### src/rtl/gtla_pkg.sv
// Types, constants and arithmetic helpers for the GPS track length accumulator.
`default_nettype none
package gtla_pkg;

    localparam int CORDIC_STEPS = 24;
    localparam int CNT_W        = 6;
    localparam int MUL_STEPS    = 32;
    localparam int DIV_STEPS    = 32;
    localparam int SQRT_STEPS   = 32;

    localparam logic [15:0] RADIUS_RESET = 16'd6371;
    localparam int          CM_PER_KM    = 100000;

    localparam logic [31:0] PI_Q30_U      = 32'd3373259426;
    localparam logic signed [34:0] PI_Z        = 35'sd3373259426;
    localparam logic signed [34:0] HALF_PI_Z   = 35'sd1686629713;
    localparam logic signed [34:0] NEG_HALF_PI_Z = -35'sd1686629713;
    localparam logic signed [33:0] CORDIC_GAIN = 34'sd652032874;

    localparam logic [31:0] DEG_DIVISOR = 32'd1800000000;
    localparam logic [63:0] DEG_HALF    = 64'd900000000;

    localparam logic [30:0] SEGMENT_MAX = 31'h7FFF_FFFF;
    localparam logic [39:0] TOTAL_MAX   = 40'hFF_FFFF_FFFF;
    localparam logic [31:0] TALLY_MAX   = 32'hFFFF_FFFF;

    typedef struct packed {
        logic signed [30:0] latitude;
        logic signed [31:0] longitude;
    } t_point;

    typedef struct packed {
        logic [30:0] segment_cm;
        logic [39:0] total_cm;
        logic [31:0] points_seen;
        logic        segment_valid;
    } t_result;

    // atan(2^-i) in Q30
    function automatic logic [29:0] atan_q30(input logic [CNT_W-1:0] i);
        logic [29:0] a;
        case (i)
            6'd0:  a = 30'd843314857;
            6'd1:  a = 30'd497837829;
            6'd2:  a = 30'd263043837;
            6'd3:  a = 30'd133525159;
            6'd4:  a = 30'd67021687;
            6'd5:  a = 30'd33543516;
            6'd6:  a = 30'd16775851;
            6'd7:  a = 30'd8388437;
            6'd8:  a = 30'd4194283;
            6'd9:  a = 30'd2097149;
            6'd10: a = 30'd1048576;
            6'd11: a = 30'd524288;
            6'd12: a = 30'd262144;
            6'd13: a = 30'd131072;
            6'd14: a = 30'd65536;
            6'd15: a = 30'd32768;
            6'd16: a = 30'd16384;
            6'd17: a = 30'd8192;
            6'd18: a = 30'd4096;
            6'd19: a = 30'd2048;
            6'd20: a = 30'd1024;
            6'd21: a = 30'd512;
            6'd22: a = 30'd256;
            6'd23: a = 30'd128;
            6'd24: a = 30'd64;
            6'd25: a = 30'd32;
            6'd26: a = 30'd16;
            6'd27: a = 30'd8;
            6'd28: a = 30'd4;
            6'd29: a = 30'd2;
            6'd30: a = 30'd1;
            6'd31: a = 30'd1;
            default: a = 30'd0;
        endcase
        return a;
    endfunction

    // signed value from magnitude and sign, divided by 2^30, rounded half up
    function automatic logic signed [35:0] rnd30(input logic [64:0] mag, input logic neg);
        logic signed [66:0] v;
        v = $signed({2'b00, mag});
        if (neg) begin
            v = -v;
        end
        v = v + 67'sd536870912;
        v = v >>> 30;
        return v[35:0];
    endfunction

    function automatic logic signed [31:0] sat32(input logic signed [35:0] v);
        logic signed [31:0] r;
        if (v > 36'sd2147483647) begin
            r = 32'sh7FFF_FFFF;
        end else if (v < -36'sd2147483648) begin
            r = 32'sh8000_0000;
        end else begin
            r = v[31:0];
        end
        return r;
    endfunction

    function automatic logic [31:0] mag32(input logic signed [33:0] v);
        logic signed [33:0] n;
        n = -v;
        return v[33] ? n[31:0] : v[31:0];
    endfunction

endpackage
`default_nettype wire

### src/rtl/gps_track_length_accumulator_top.sv
// GPS track length accumulator: bit-serial multiply, divide, CORDIC and square root.
// Work runs serially through the shared one-bit-per-cycle multiplier (ten products), two angle
// divisions, two CORDIC passes and the square root; the squares and square root are skipped
// for the first point or a saturated segment. One item in flight at a time: a new point is
// taken only after the previous result has been passed to the output.
// Reset (synchronous, active low) clears the previous point, tally and total, and sets
// the radius to 6371 km; a result held at the output is dropped.
`default_nettype none
module gps_track_length_accumulator_top (
    input  wire logic              i_clk,
    input  wire logic              i_rst_n,
    input  wire logic              i_valid,
    output logic                   o_stall,
    input  wire gtla_pkg::t_point  i_data,
    output logic                   o_valid,
    input  wire logic              i_stall,
    output gtla_pkg::t_result      o_data,
    input  wire logic              i_cfg_valid,
    output logic                   o_cfg_ready,
    input  wire logic [15:0]       i_cfg_data
);
    import gtla_pkg::*;

    typedef enum logic [2:0] {
        S_IDLE, S_ANG_MUL, S_ANG_DIV, S_CORDIC, S_PROD_MUL, S_DIFF, S_SQR_MUL, S_SQRT
    } t_state;
    typedef enum logic [2:0] {P_COSCOS, P_COSSIN, P_X, P_Y, P_Z} t_prod;
    typedef enum logic [1:0] {Q_X, Q_Y, Q_Z} t_sq;

    t_state r_state;
    logic   r_finish;
    logic   r_lon_pass;
    logic signed [31:0] r_lon;
    logic   r_aneg;
    logic [CNT_W-1:0] r_cnt;
    logic [32:0] r_ma;
    logic [31:0] r_mb;
    logic [64:0] r_acc;
    logic   r_mneg;
    logic [30:0] r_drem;
    logic [31:0] r_dq;
    logic signed [33:0] r_cx, r_cy;
    logic signed [34:0] r_cz;
    logic   r_flip;
    logic signed [33:0] r_clat, r_slat, r_clon, r_slon;
    t_prod  r_pidx;
    t_sq    r_sidx;
    logic signed [31:0] r_t1, r_t2;
    logic signed [31:0] r_x, r_y, r_z;
    logic signed [31:0] r_prev_x, r_prev_y, r_prev_z;
    logic [63:0] r_sum;
    logic [63:0] r_sn;
    logic [35:0] r_srem;
    logic [31:0] r_root;
    logic [30:0] r_seg;
    logic [31:0] r_tally;
    logic [39:0] r_total;
    logic [15:0] r_radius;
    t_result r_out;
    logic    r_out_valid;

    logic signed [32:0] w_lat_ext, w_lon_ext;
    logic [31:0] w_lat_mag, w_lon_mag;
    logic [64:0] w_acc_next;
    logic        w_mul_last;
    logic [63:0] w_dividend;
    logic [31:0] w_dtrial;
    logic        w_dge;
    logic [30:0] w_drem_next;
    logic [31:0] w_quot;
    logic signed [34:0] w_angle, w_zin;
    logic        w_flip;
    logic signed [33:0] w_cdx, w_cdy, w_cx_next, w_cy_next, w_cos, w_sin;
    logic signed [34:0] w_cz_next, w_atan;
    logic [32:0] w_rcm;
    t_prod       w_p_sel;
    logic [32:0] w_pa;
    logic [31:0] w_pb;
    logic        w_pneg;
    logic signed [35:0] w_rnd;
    logic signed [32:0] w_dx, w_dy, w_dz, w_ndx, w_ndy, w_ndz;
    logic [31:0] w_ax, w_ay, w_az;
    logic        w_sat;
    t_sq         w_s_sel;
    logic [31:0] w_sq;
    logic [35:0] w_srem_sh, w_strial, w_srem_next;
    logic [31:0] w_root_next;
    logic [32:0] w_seg_raw;
    logic [30:0] w_seg;
    logic [40:0] w_total_sum;
    logic [39:0] w_total_next;
    logic        w_seg_valid;

    always_comb begin
        w_lat_ext = {{2{i_data.latitude[30]}}, i_data.latitude};
        w_lat_mag = i_data.latitude[30] ? 32'(-w_lat_ext) : 32'(w_lat_ext);
        w_lon_ext = {r_lon[31], r_lon};
        w_lon_mag = r_lon[31] ? 32'(-w_lon_ext) : 32'(w_lon_ext);

        w_acc_next = {r_acc[63:0], 1'b0} + (r_mb[31] ? {32'd0, r_ma} : 65'd0);
        w_mul_last = (r_cnt == CNT_W'(MUL_STEPS - 1));
        w_dividend = w_acc_next[63:0] + DEG_HALF;

        w_dtrial    = {r_drem, r_dq[31]};
        w_dge       = (w_dtrial >= DEG_DIVISOR);
        w_drem_next = w_dge ? 31'(w_dtrial - DEG_DIVISOR) : w_dtrial[30:0];
        w_quot      = {r_dq[30:0], w_dge};
        w_angle     = r_aneg ? -$signed({3'b000, w_quot}) : $signed({3'b000, w_quot});
        w_flip      = 1'b0;
        w_zin       = w_angle;
        if (w_angle > HALF_PI_Z) begin
            w_zin  = w_angle - PI_Z;
            w_flip = 1'b1;
        end else if (w_angle < NEG_HALF_PI_Z) begin
            w_zin  = w_angle + PI_Z;
            w_flip = 1'b1;
        end

        w_cdx  = r_cy >>> r_cnt;
        w_cdy  = r_cx >>> r_cnt;
        w_atan = $signed({5'b00000, atan_q30(r_cnt)});
        if (!r_cz[34]) begin
            w_cx_next = r_cx - w_cdx;
            w_cy_next = r_cy + w_cdy;
            w_cz_next = r_cz - w_atan;
        end else begin
            w_cx_next = r_cx + w_cdx;
            w_cy_next = r_cy - w_cdy;
            w_cz_next = r_cz + w_atan;
        end
        w_cos = r_flip ? -w_cx_next : w_cx_next;
        w_sin = r_flip ? -w_cy_next : w_cy_next;

        w_rcm = 33'(r_radius) * 33'(CM_PER_KM);
        w_p_sel = P_COSCOS;
        if (r_state == S_PROD_MUL) begin
            case (r_pidx)
                P_COSCOS: w_p_sel = P_COSSIN;
                P_COSSIN: w_p_sel = P_X;
                P_X:      w_p_sel = P_Y;
                P_Y:      w_p_sel = P_Z;
                default:  w_p_sel = P_COSCOS;
            endcase
        end
        case (w_p_sel)
            P_COSCOS: begin
                w_pa   = {1'b0, mag32(r_clat)};
                w_pb   = mag32(r_clon);
                w_pneg = r_clat[33] ^ r_clon[33];
            end
            P_COSSIN: begin
                w_pa   = {1'b0, mag32(r_clat)};
                w_pb   = mag32(r_slon);
                w_pneg = r_clat[33] ^ r_slon[33];
            end
            P_X: begin
                w_pa   = w_rcm;
                w_pb   = mag32({{2{r_t1[31]}}, r_t1});
                w_pneg = r_t1[31];
            end
            P_Y: begin
                w_pa   = w_rcm;
                w_pb   = mag32({{2{r_t2[31]}}, r_t2});
                w_pneg = r_t2[31];
            end
            default: begin
                w_pa   = w_rcm;
                w_pb   = mag32(r_slat);
                w_pneg = r_slat[33];
            end
        endcase
        w_rnd = rnd30(w_acc_next, r_mneg);

        w_dx  = {r_x[31], r_x} - {r_prev_x[31], r_prev_x};
        w_dy  = {r_y[31], r_y} - {r_prev_y[31], r_prev_y};
        w_dz  = {r_z[31], r_z} - {r_prev_z[31], r_prev_z};
        w_ndx = -w_dx;
        w_ndy = -w_dy;
        w_ndz = -w_dz;
        w_ax  = w_dx[32] ? w_ndx[31:0] : w_dx[31:0];
        w_ay  = w_dy[32] ? w_ndy[31:0] : w_dy[31:0];
        w_az  = w_dz[32] ? w_ndz[31:0] : w_dz[31:0];
        w_sat = w_ax[31] | w_ay[31] | w_az[31];

        w_s_sel = Q_X;
        if (r_state == S_SQR_MUL) begin
            case (r_sidx)
                Q_X:     w_s_sel = Q_Y;
                default: w_s_sel = Q_Z;
            endcase
        end
        case (w_s_sel)
            Q_X:     w_sq = w_ax;
            Q_Y:     w_sq = w_ay;
            default: w_sq = w_az;
        endcase

        w_srem_sh = {r_srem[33:0], r_sn[63:62]};
        w_strial  = {2'b00, r_root, 2'b01};
        if (w_srem_sh >= w_strial) begin
            w_srem_next = w_srem_sh - w_strial;
            w_root_next = {r_root[30:0], 1'b1};
        end else begin
            w_srem_next = w_srem_sh;
            w_root_next = {r_root[30:0], 1'b0};
        end
        w_seg_raw = (w_srem_next > {4'd0, w_root_next}) ? {1'b0, w_root_next} + 33'd1
                                                         : {1'b0, w_root_next};
        w_seg = (w_seg_raw > {2'b00, SEGMENT_MAX}) ? SEGMENT_MAX : w_seg_raw[30:0];

        w_seg_valid  = (r_tally != 32'd0);
        w_total_sum  = {1'b0, r_total} + {10'd0, r_seg};
        w_total_next = r_total;
        if (w_seg_valid) begin
            w_total_next = w_total_sum[40] ? TOTAL_MAX : w_total_sum[39:0];
        end
    end

    always_ff @(posedge i_clk) begin
        if (!i_rst_n) begin
            r_state     <= S_IDLE;
            r_finish    <= 1'b0;
            r_out_valid <= 1'b0;
            r_radius    <= RADIUS_RESET;
            r_prev_x    <= '0;
            r_prev_y    <= '0;
            r_prev_z    <= '0;
            r_tally     <= '0;
            r_total     <= '0;
        end else begin
            if (i_cfg_valid && o_cfg_ready) begin
                r_radius <= i_cfg_data;
            end
            if (r_out_valid && !i_stall) begin
                r_out_valid <= 1'b0;
            end
            case (r_state)
                S_IDLE: begin
                    if (r_finish) begin
                        if (!r_out_valid || !i_stall) begin
                            r_out.segment_cm    <= r_seg;
                            r_out.total_cm      <= w_total_next;
                            r_out.points_seen   <= (r_tally != TALLY_MAX) ? r_tally + 32'd1
                                                                          : r_tally;
                            r_out.segment_valid <= w_seg_valid;
                            r_out_valid         <= 1'b1;
                            r_total             <= w_total_next;
                            r_tally             <= (r_tally != TALLY_MAX) ? r_tally + 32'd1
                                                                          : r_tally;
                            r_prev_x            <= r_x;
                            r_prev_y            <= r_y;
                            r_prev_z            <= r_z;
                            r_finish            <= 1'b0;
                        end
                    end else if (i_valid) begin
                        r_lon      <= i_data.longitude;
                        r_aneg     <= i_data.latitude[30];
                        r_lon_pass <= 1'b0;
                        r_ma       <= {1'b0, w_lat_mag};
                        r_mb       <= PI_Q30_U;
                        r_acc      <= '0;
                        r_cnt      <= '0;
                        r_state    <= S_ANG_MUL;
                    end
                end
                S_ANG_MUL: begin
                    r_acc <= w_acc_next;
                    r_mb  <= {r_mb[30:0], 1'b0};
                    r_cnt <= r_cnt + 1'b1;
                    if (w_mul_last) begin
                        r_drem  <= w_dividend[62:32];
                        r_dq    <= w_dividend[31:0];
                        r_cnt   <= '0;
                        r_state <= S_ANG_DIV;
                    end
                end
                S_ANG_DIV: begin
                    r_drem <= w_drem_next;
                    r_dq   <= w_quot;
                    r_cnt  <= r_cnt + 1'b1;
                    if (r_cnt == CNT_W'(DIV_STEPS - 1)) begin
                        r_cx    <= CORDIC_GAIN;
                        r_cy    <= '0;
                        r_cz    <= w_zin;
                        r_flip  <= w_flip;
                        r_cnt   <= '0;
                        r_state <= S_CORDIC;
                    end
                end
                S_CORDIC: begin
                    r_cx  <= w_cx_next;
                    r_cy  <= w_cy_next;
                    r_cz  <= w_cz_next;
                    r_cnt <= r_cnt + 1'b1;
                    if (r_cnt == CNT_W'(CORDIC_STEPS - 1)) begin
                        r_cnt <= '0;
                        r_acc <= '0;
                        if (!r_lon_pass) begin
                            r_clat     <= w_cos;
                            r_slat     <= w_sin;
                            r_lon_pass <= 1'b1;
                            r_aneg     <= r_lon[31];
                            r_ma       <= {1'b0, w_lon_mag};
                            r_mb       <= PI_Q30_U;
                            r_state    <= S_ANG_MUL;
                        end else begin
                            r_clon  <= w_cos;
                            r_slon  <= w_sin;
                            r_pidx  <= P_COSCOS;
                            r_ma    <= {1'b0, mag32(r_clat)};
                            r_mb    <= mag32(w_cos);
                            r_mneg  <= r_clat[33] ^ w_cos[33];
                            r_state <= S_PROD_MUL;
                        end
                    end
                end
                S_PROD_MUL: begin
                    r_acc <= w_acc_next;
                    r_mb  <= {r_mb[30:0], 1'b0};
                    r_cnt <= r_cnt + 1'b1;
                    if (w_mul_last) begin
                        case (r_pidx)
                            P_COSCOS: r_t1 <= w_rnd[31:0];
                            P_COSSIN: r_t2 <= w_rnd[31:0];
                            P_X:      r_x  <= sat32(w_rnd);
                            P_Y:      r_y  <= sat32(w_rnd);
                            default:  r_z  <= sat32(w_rnd);
                        endcase
                        r_cnt  <= '0;
                        r_acc  <= '0;
                        r_pidx <= w_p_sel;
                        r_ma   <= w_pa;
                        r_mb   <= w_pb;
                        r_mneg <= w_pneg;
                        if (r_pidx == P_Z) begin
                            r_state <= S_DIFF;
                        end
                    end
                end
                S_DIFF: begin
                    r_sum <= '0;
                    r_acc <= '0;
                    r_cnt <= '0;
                    if (!w_seg_valid) begin
                        r_seg    <= '0;
                        r_finish <= 1'b1;
                        r_state  <= S_IDLE;
                    end else if (w_sat) begin
                        r_seg    <= SEGMENT_MAX;
                        r_finish <= 1'b1;
                        r_state  <= S_IDLE;
                    end else begin
                        r_sidx  <= w_s_sel;
                        r_ma    <= {1'b0, w_sq};
                        r_mb    <= w_sq;
                        r_state <= S_SQR_MUL;
                    end
                end
                S_SQR_MUL: begin
                    r_acc <= w_acc_next;
                    r_mb  <= {r_mb[30:0], 1'b0};
                    r_cnt <= r_cnt + 1'b1;
                    if (w_mul_last) begin
                        r_cnt <= '0;
                        r_acc <= '0;
                        if (r_sidx == Q_Z) begin
                            r_sn    <= r_sum + w_acc_next[63:0];
                            r_srem  <= '0;
                            r_root  <= '0;
                            r_state <= S_SQRT;
                        end else begin
                            r_sum  <= r_sum + w_acc_next[63:0];
                            r_sidx <= w_s_sel;
                            r_ma   <= {1'b0, w_sq};
                            r_mb   <= w_sq;
                        end
                    end
                end
                S_SQRT: begin
                    r_srem <= w_srem_next;
                    r_root <= w_root_next;
                    r_sn   <= {r_sn[61:0], 2'b00};
                    r_cnt  <= r_cnt + 1'b1;
                    if (r_cnt == CNT_W'(SQRT_STEPS - 1)) begin
                        r_seg    <= w_seg;
                        r_finish <= 1'b1;
                        r_state  <= S_IDLE;
                    end
                end
                default: r_state <= S_IDLE;
            endcase
        end
    end

    assign o_stall     = (r_state != S_IDLE) || r_finish;
    assign o_cfg_ready = (r_state == S_IDLE) && !r_finish;
    assign o_valid     = r_out_valid;
    assign o_data      = r_out;

`ifndef SYNTHESIS
    a_busy_after_accept: assert property (@(posedge i_clk) disable iff (!i_rst_n)
        (i_valid && !o_stall) |=> o_stall)
        else $error("block took an item but did not go busy");
    a_count_nonzero: assert property (@(posedge i_clk) disable iff (!i_rst_n)
        o_valid |-> (o_data.points_seen != 32'd0))
        else $error("result shows a zero point count");
    a_first_point_zero: assert property (@(posedge i_clk) disable iff (!i_rst_n)
        (o_valid && !o_data.segment_valid) |-> (o_data.segment_cm == 31'd0))
        else $error("segment without a previous point is not zero");
    a_total_monotonic: assert property (@(posedge i_clk) disable iff (!i_rst_n)
        $past(i_rst_n) |-> (r_total >= $past(r_total)))
        else $error("running total decreased");
`endif

endmodule
`default_nettype wire
### config.mk
export PLATFORM = sky130hd
export DESIGN_NAME = gps_track_length_accumulator_top
export DESIGN_NICKNAME = d
export VERILOG_FILES = /design/src/rtl/gtla_pkg.sv /design/src/rtl/gps_track_length_accumulator_top.sv
export SDC_FILE = /design/constraint.sdc
export NUM_CORES = 2
export LEC_CHECK = 0
export BUFFER_PORTS_ARGS = -buffer_cell sky130_fd_sc_hd__buf_2
export CAP_MARGIN = 20
export CORE_UTILIZATION = 65
export CTS_CLUSTER_SIZE = 25
export DETAILED_ROUTE_END_ITERATION = 10
export GPL_TIMING_DRIVEN = 0
export PLACE_DENSITY_LB_ADDON = 0.15
export SETUP_SLACK_MARGIN = 0.15
export SYNTH_ARGS = -nofsm -noshare
export SYNTH_HDL_FRONTEND = slang
export SYNTH_SLANG_ARGS = --single-unit
### constraint.sdc
create_clock -name i_clk -period 15.9 [get_ports i_clk]
set_clock_uncertainty 0.2 [all_clocks]
set_input_delay 2.385 -clock i_clk [delete_from_list [all_inputs] [get_ports i_clk]]
set_output_delay 2.385 -clock i_clk [all_outputs]
set_load 0.01 [all_outputs]
==> out/results.txt <==
Synth unique cells - 111
Setup crit start - r_cnt[1]
Tmin final - 11.51 ns
Crit. End Element - flop
#FFs+latches synth - 1,182
Leak - 37.49 nW
Post-DR wirelength/cell - 25.32 um
Hold Vio Cnt, Final - 0
Total gr overflow - 0
Final Util - 0.7179
Worst slack, placed - 4.905 ns
Yosys warns - 0
Core footprint - 0.1394 mm^2
Die width - 376.6 um
Initial Utilization - 0.6544
Number of synthesized flops with an enable pin - 963
Number of buffer cells added on primary ports - 189
Die Ht - 376.6 um
I/O pins - 191
Total track usage - 0.4380
Relative slew slack - 0.01633
Synthesis-to-finish area growth - 9.704%
First DRT Iteration DRCs - 11.94k
CP arrival - 11.91 ns
CP peak stage delay - 0.70 ns
Finished Cell Area - 0.1001 mm^2
Reg2reg end - r_slon[30]
Post-synth top area share - 0.3171
Drt total wl - 321.1 mm
H-tree depth - 4
Worst Hold Margin - 0.2545 ns
Crit path kind - flop to flop
Post-route DRC - 0
Largest net degree at the start of global routing - 37
RSZ-0062 raised after global routing - no
DP Area - 0.09545 mm^2
Req. time, crit path - 16.29 ns
Async SR Flop Fraction - 0
Final setup fails - 0
Avg Synthesized Cell Area - 8.853 um^2
Top post-synthesis cells by area - edfxtp_1, ha_1, xnor2_1, dfxtp_1, a21oi_1
Via density - 6.781
Clock latency on the worst-skew pair - 0.80 ns
Mapped Area - 0.09120 mm^2
Worst Hold Class - flop to flop
Root Driver - clkbuf_16
Crit path to - r_slon[30]
PnR worst setup slack - 4.387 ns
Sequential share of the synthesized area - 0.3651
Peak supply drop - 0.3482 mV
Tcrit/Tclk final - 0.7241
Slew @ Worst Pin - 1.476 ns
Most frequent cell after synthesis - nand2_1
Max Fclk - 86.86 MHz
Cells after synthesis - 10.30k
Fin nets - 11.36k
Clock tree sinks - 1,182
Slowest-stage cell, CP - clkbuf_1
Crit Path Max Fanout - 10
Hpwl dp - 251.8 mm
Ys flop type - edfxtp_1
Number of global-route vias before repair - 79.62k
Power Density - 186.5 mW/mm^2
R2r startpoint - r_cnt[1]
Post-CTS setup buffer count - 0
Final Max Slew Viols - 0
Max Cap Viol - 0
Syn nets - 10.97k
First-pass GRT wire length - 475.3 mm
Via Count - 86.00k
Die ar. - 0.1418 mm^2
Cts repair resizes - 0
Startpoint Class - flop
CTS Buf Count - 134
R2R Setup Slk - 4.39 ns
Gp weighted congestion - 1.110
Hold_buf cts - 0
Routed Antenna Nets - 0
Fraction of layout cells with a size suffix above 1 - 0.06831
Post-synth top area cell - edfxtp_1
DRT Pass-1 Iters - 9
Power Total - 18.66 mW
R2R depth - 33
Crit path top cell by count - clkbuf_1
Row cnt - 137
CTS clk-pin slew, worst paths - 0.06 ns
Initial antenna violation count - 27
Longest Clk Path Bufs - 3
Status - finished clean
Post-synth top cells - nand2_1, nor2_1, edfxtp_1, a21oi_1, xnor2_1
CTS tree - built
==> worst max-delay path: cells and delay by family (launching register included) <==
family | cells | cell delay [ns]
mux | 2 | 0.74
compound gates | 13 | 3.33
simple gates | 7 | 1.87
buf+inv | 7 | 3.31
fa+ha+maj | 2 | 0.76
flops | 1 | 0.39
xor+xnor | 2 | 0.72
==> power by group <==
| group | internal [mW] | leakage [nW] | switching, mW |
|---|---|---|---|
| Combinational | 3.70 | 24.6 | 7.41 |
| Clock | 1.84 | 2.21 | 1.38 |
| Sequential | 4.04 | 10.6 | 0.288 |
==> cells in the final DEF, fill, tap and decap left out, types with 147 or more instances in the layout <==
master	instances
o21ai_0	627
dfxtp_1	219
o31ai_1	147
xnor2_1	655
xor2_1	433
inv_1	534
ha_1	528
and2_1	165
a21oi_1	851
nor2_1	987
clkbuf_1	411
buf_2	203
a21o_1	163
edfxtp_1	963
nand3_1	211
nand2_1	1068
nor3_1	213
==> flip-flops by register name (all words and copies together), names as in the netlist, 34 cells and up, named ones only <==
| register | count |
|---|---|
| r_srem | 34 |
| r_sn | 64 |
| r_cz | 35 |
| r_total | 40 |
| r_cx | 34 |
| r_cy | 34 |
| r_sum | 64 |
| r_acc | 64 |
| o_data | 104 |
==> logic make-up after synthesis <==
kind of cell	after synthesis	synth area share
xor+xnor	1092	0.1052
flops	1182	0.3651
buf+inv	989	0.04117
simple gates	3530	0.1840
fa+ha+maj	581	0.08407
compound gates	2743	0.1913
mux	185	0.02914
==> metal layers <==
layer  vias to the layer above  GRT usage  wire length (um)
li1                      38301          -                 -
met1                     40929     0.5808            122900
met2                      5705     0.6473            135800
met3                      1050     0.1202             41680
met4                        14     0.2421             20610
met5                         -          0                99
==> stage by stage <==
stage / setup TNS [ns] / std cells
after detailed placement: 0 / 12424
after floorplan: 0 / 10302
final: 0 / 12683
after global routing: 0 / 12679
after global placement: -409.69 / 12367
after CTS: 0 / 12670
==> layout make-up <==
cell class / instances / area (um^2)
sequential: 1182 / 33300
clock inverter: 75 / 798.3
buffer: 444 / 1710
inverter: 545 / 2046
clock buffer: 171 / 3721
multi-input combinational: 8131 / 54280
fill: 10526 / 39310
timing repair buffer: 255 / 1838
tap: 1876 / 2347
antenna: 4 / 10.01
==> worst min-delay path by stage <==
stage,to,start,cells past startpoint
floorplan,o_data[100],r_seg[27],0
global placement,r_prev_x[31],r_prev_x[31],2
detailed placement,r_prev_z[5],r_prev_z[5],2
CTS,r_prev_z[5],r_prev_z[5],2
global route,r_prev_y[3],r_prev_y[3],2
finish,r_prev_x[7],r_prev_x[7],2
No activity file was read; power rests on OpenSTA's default activity.
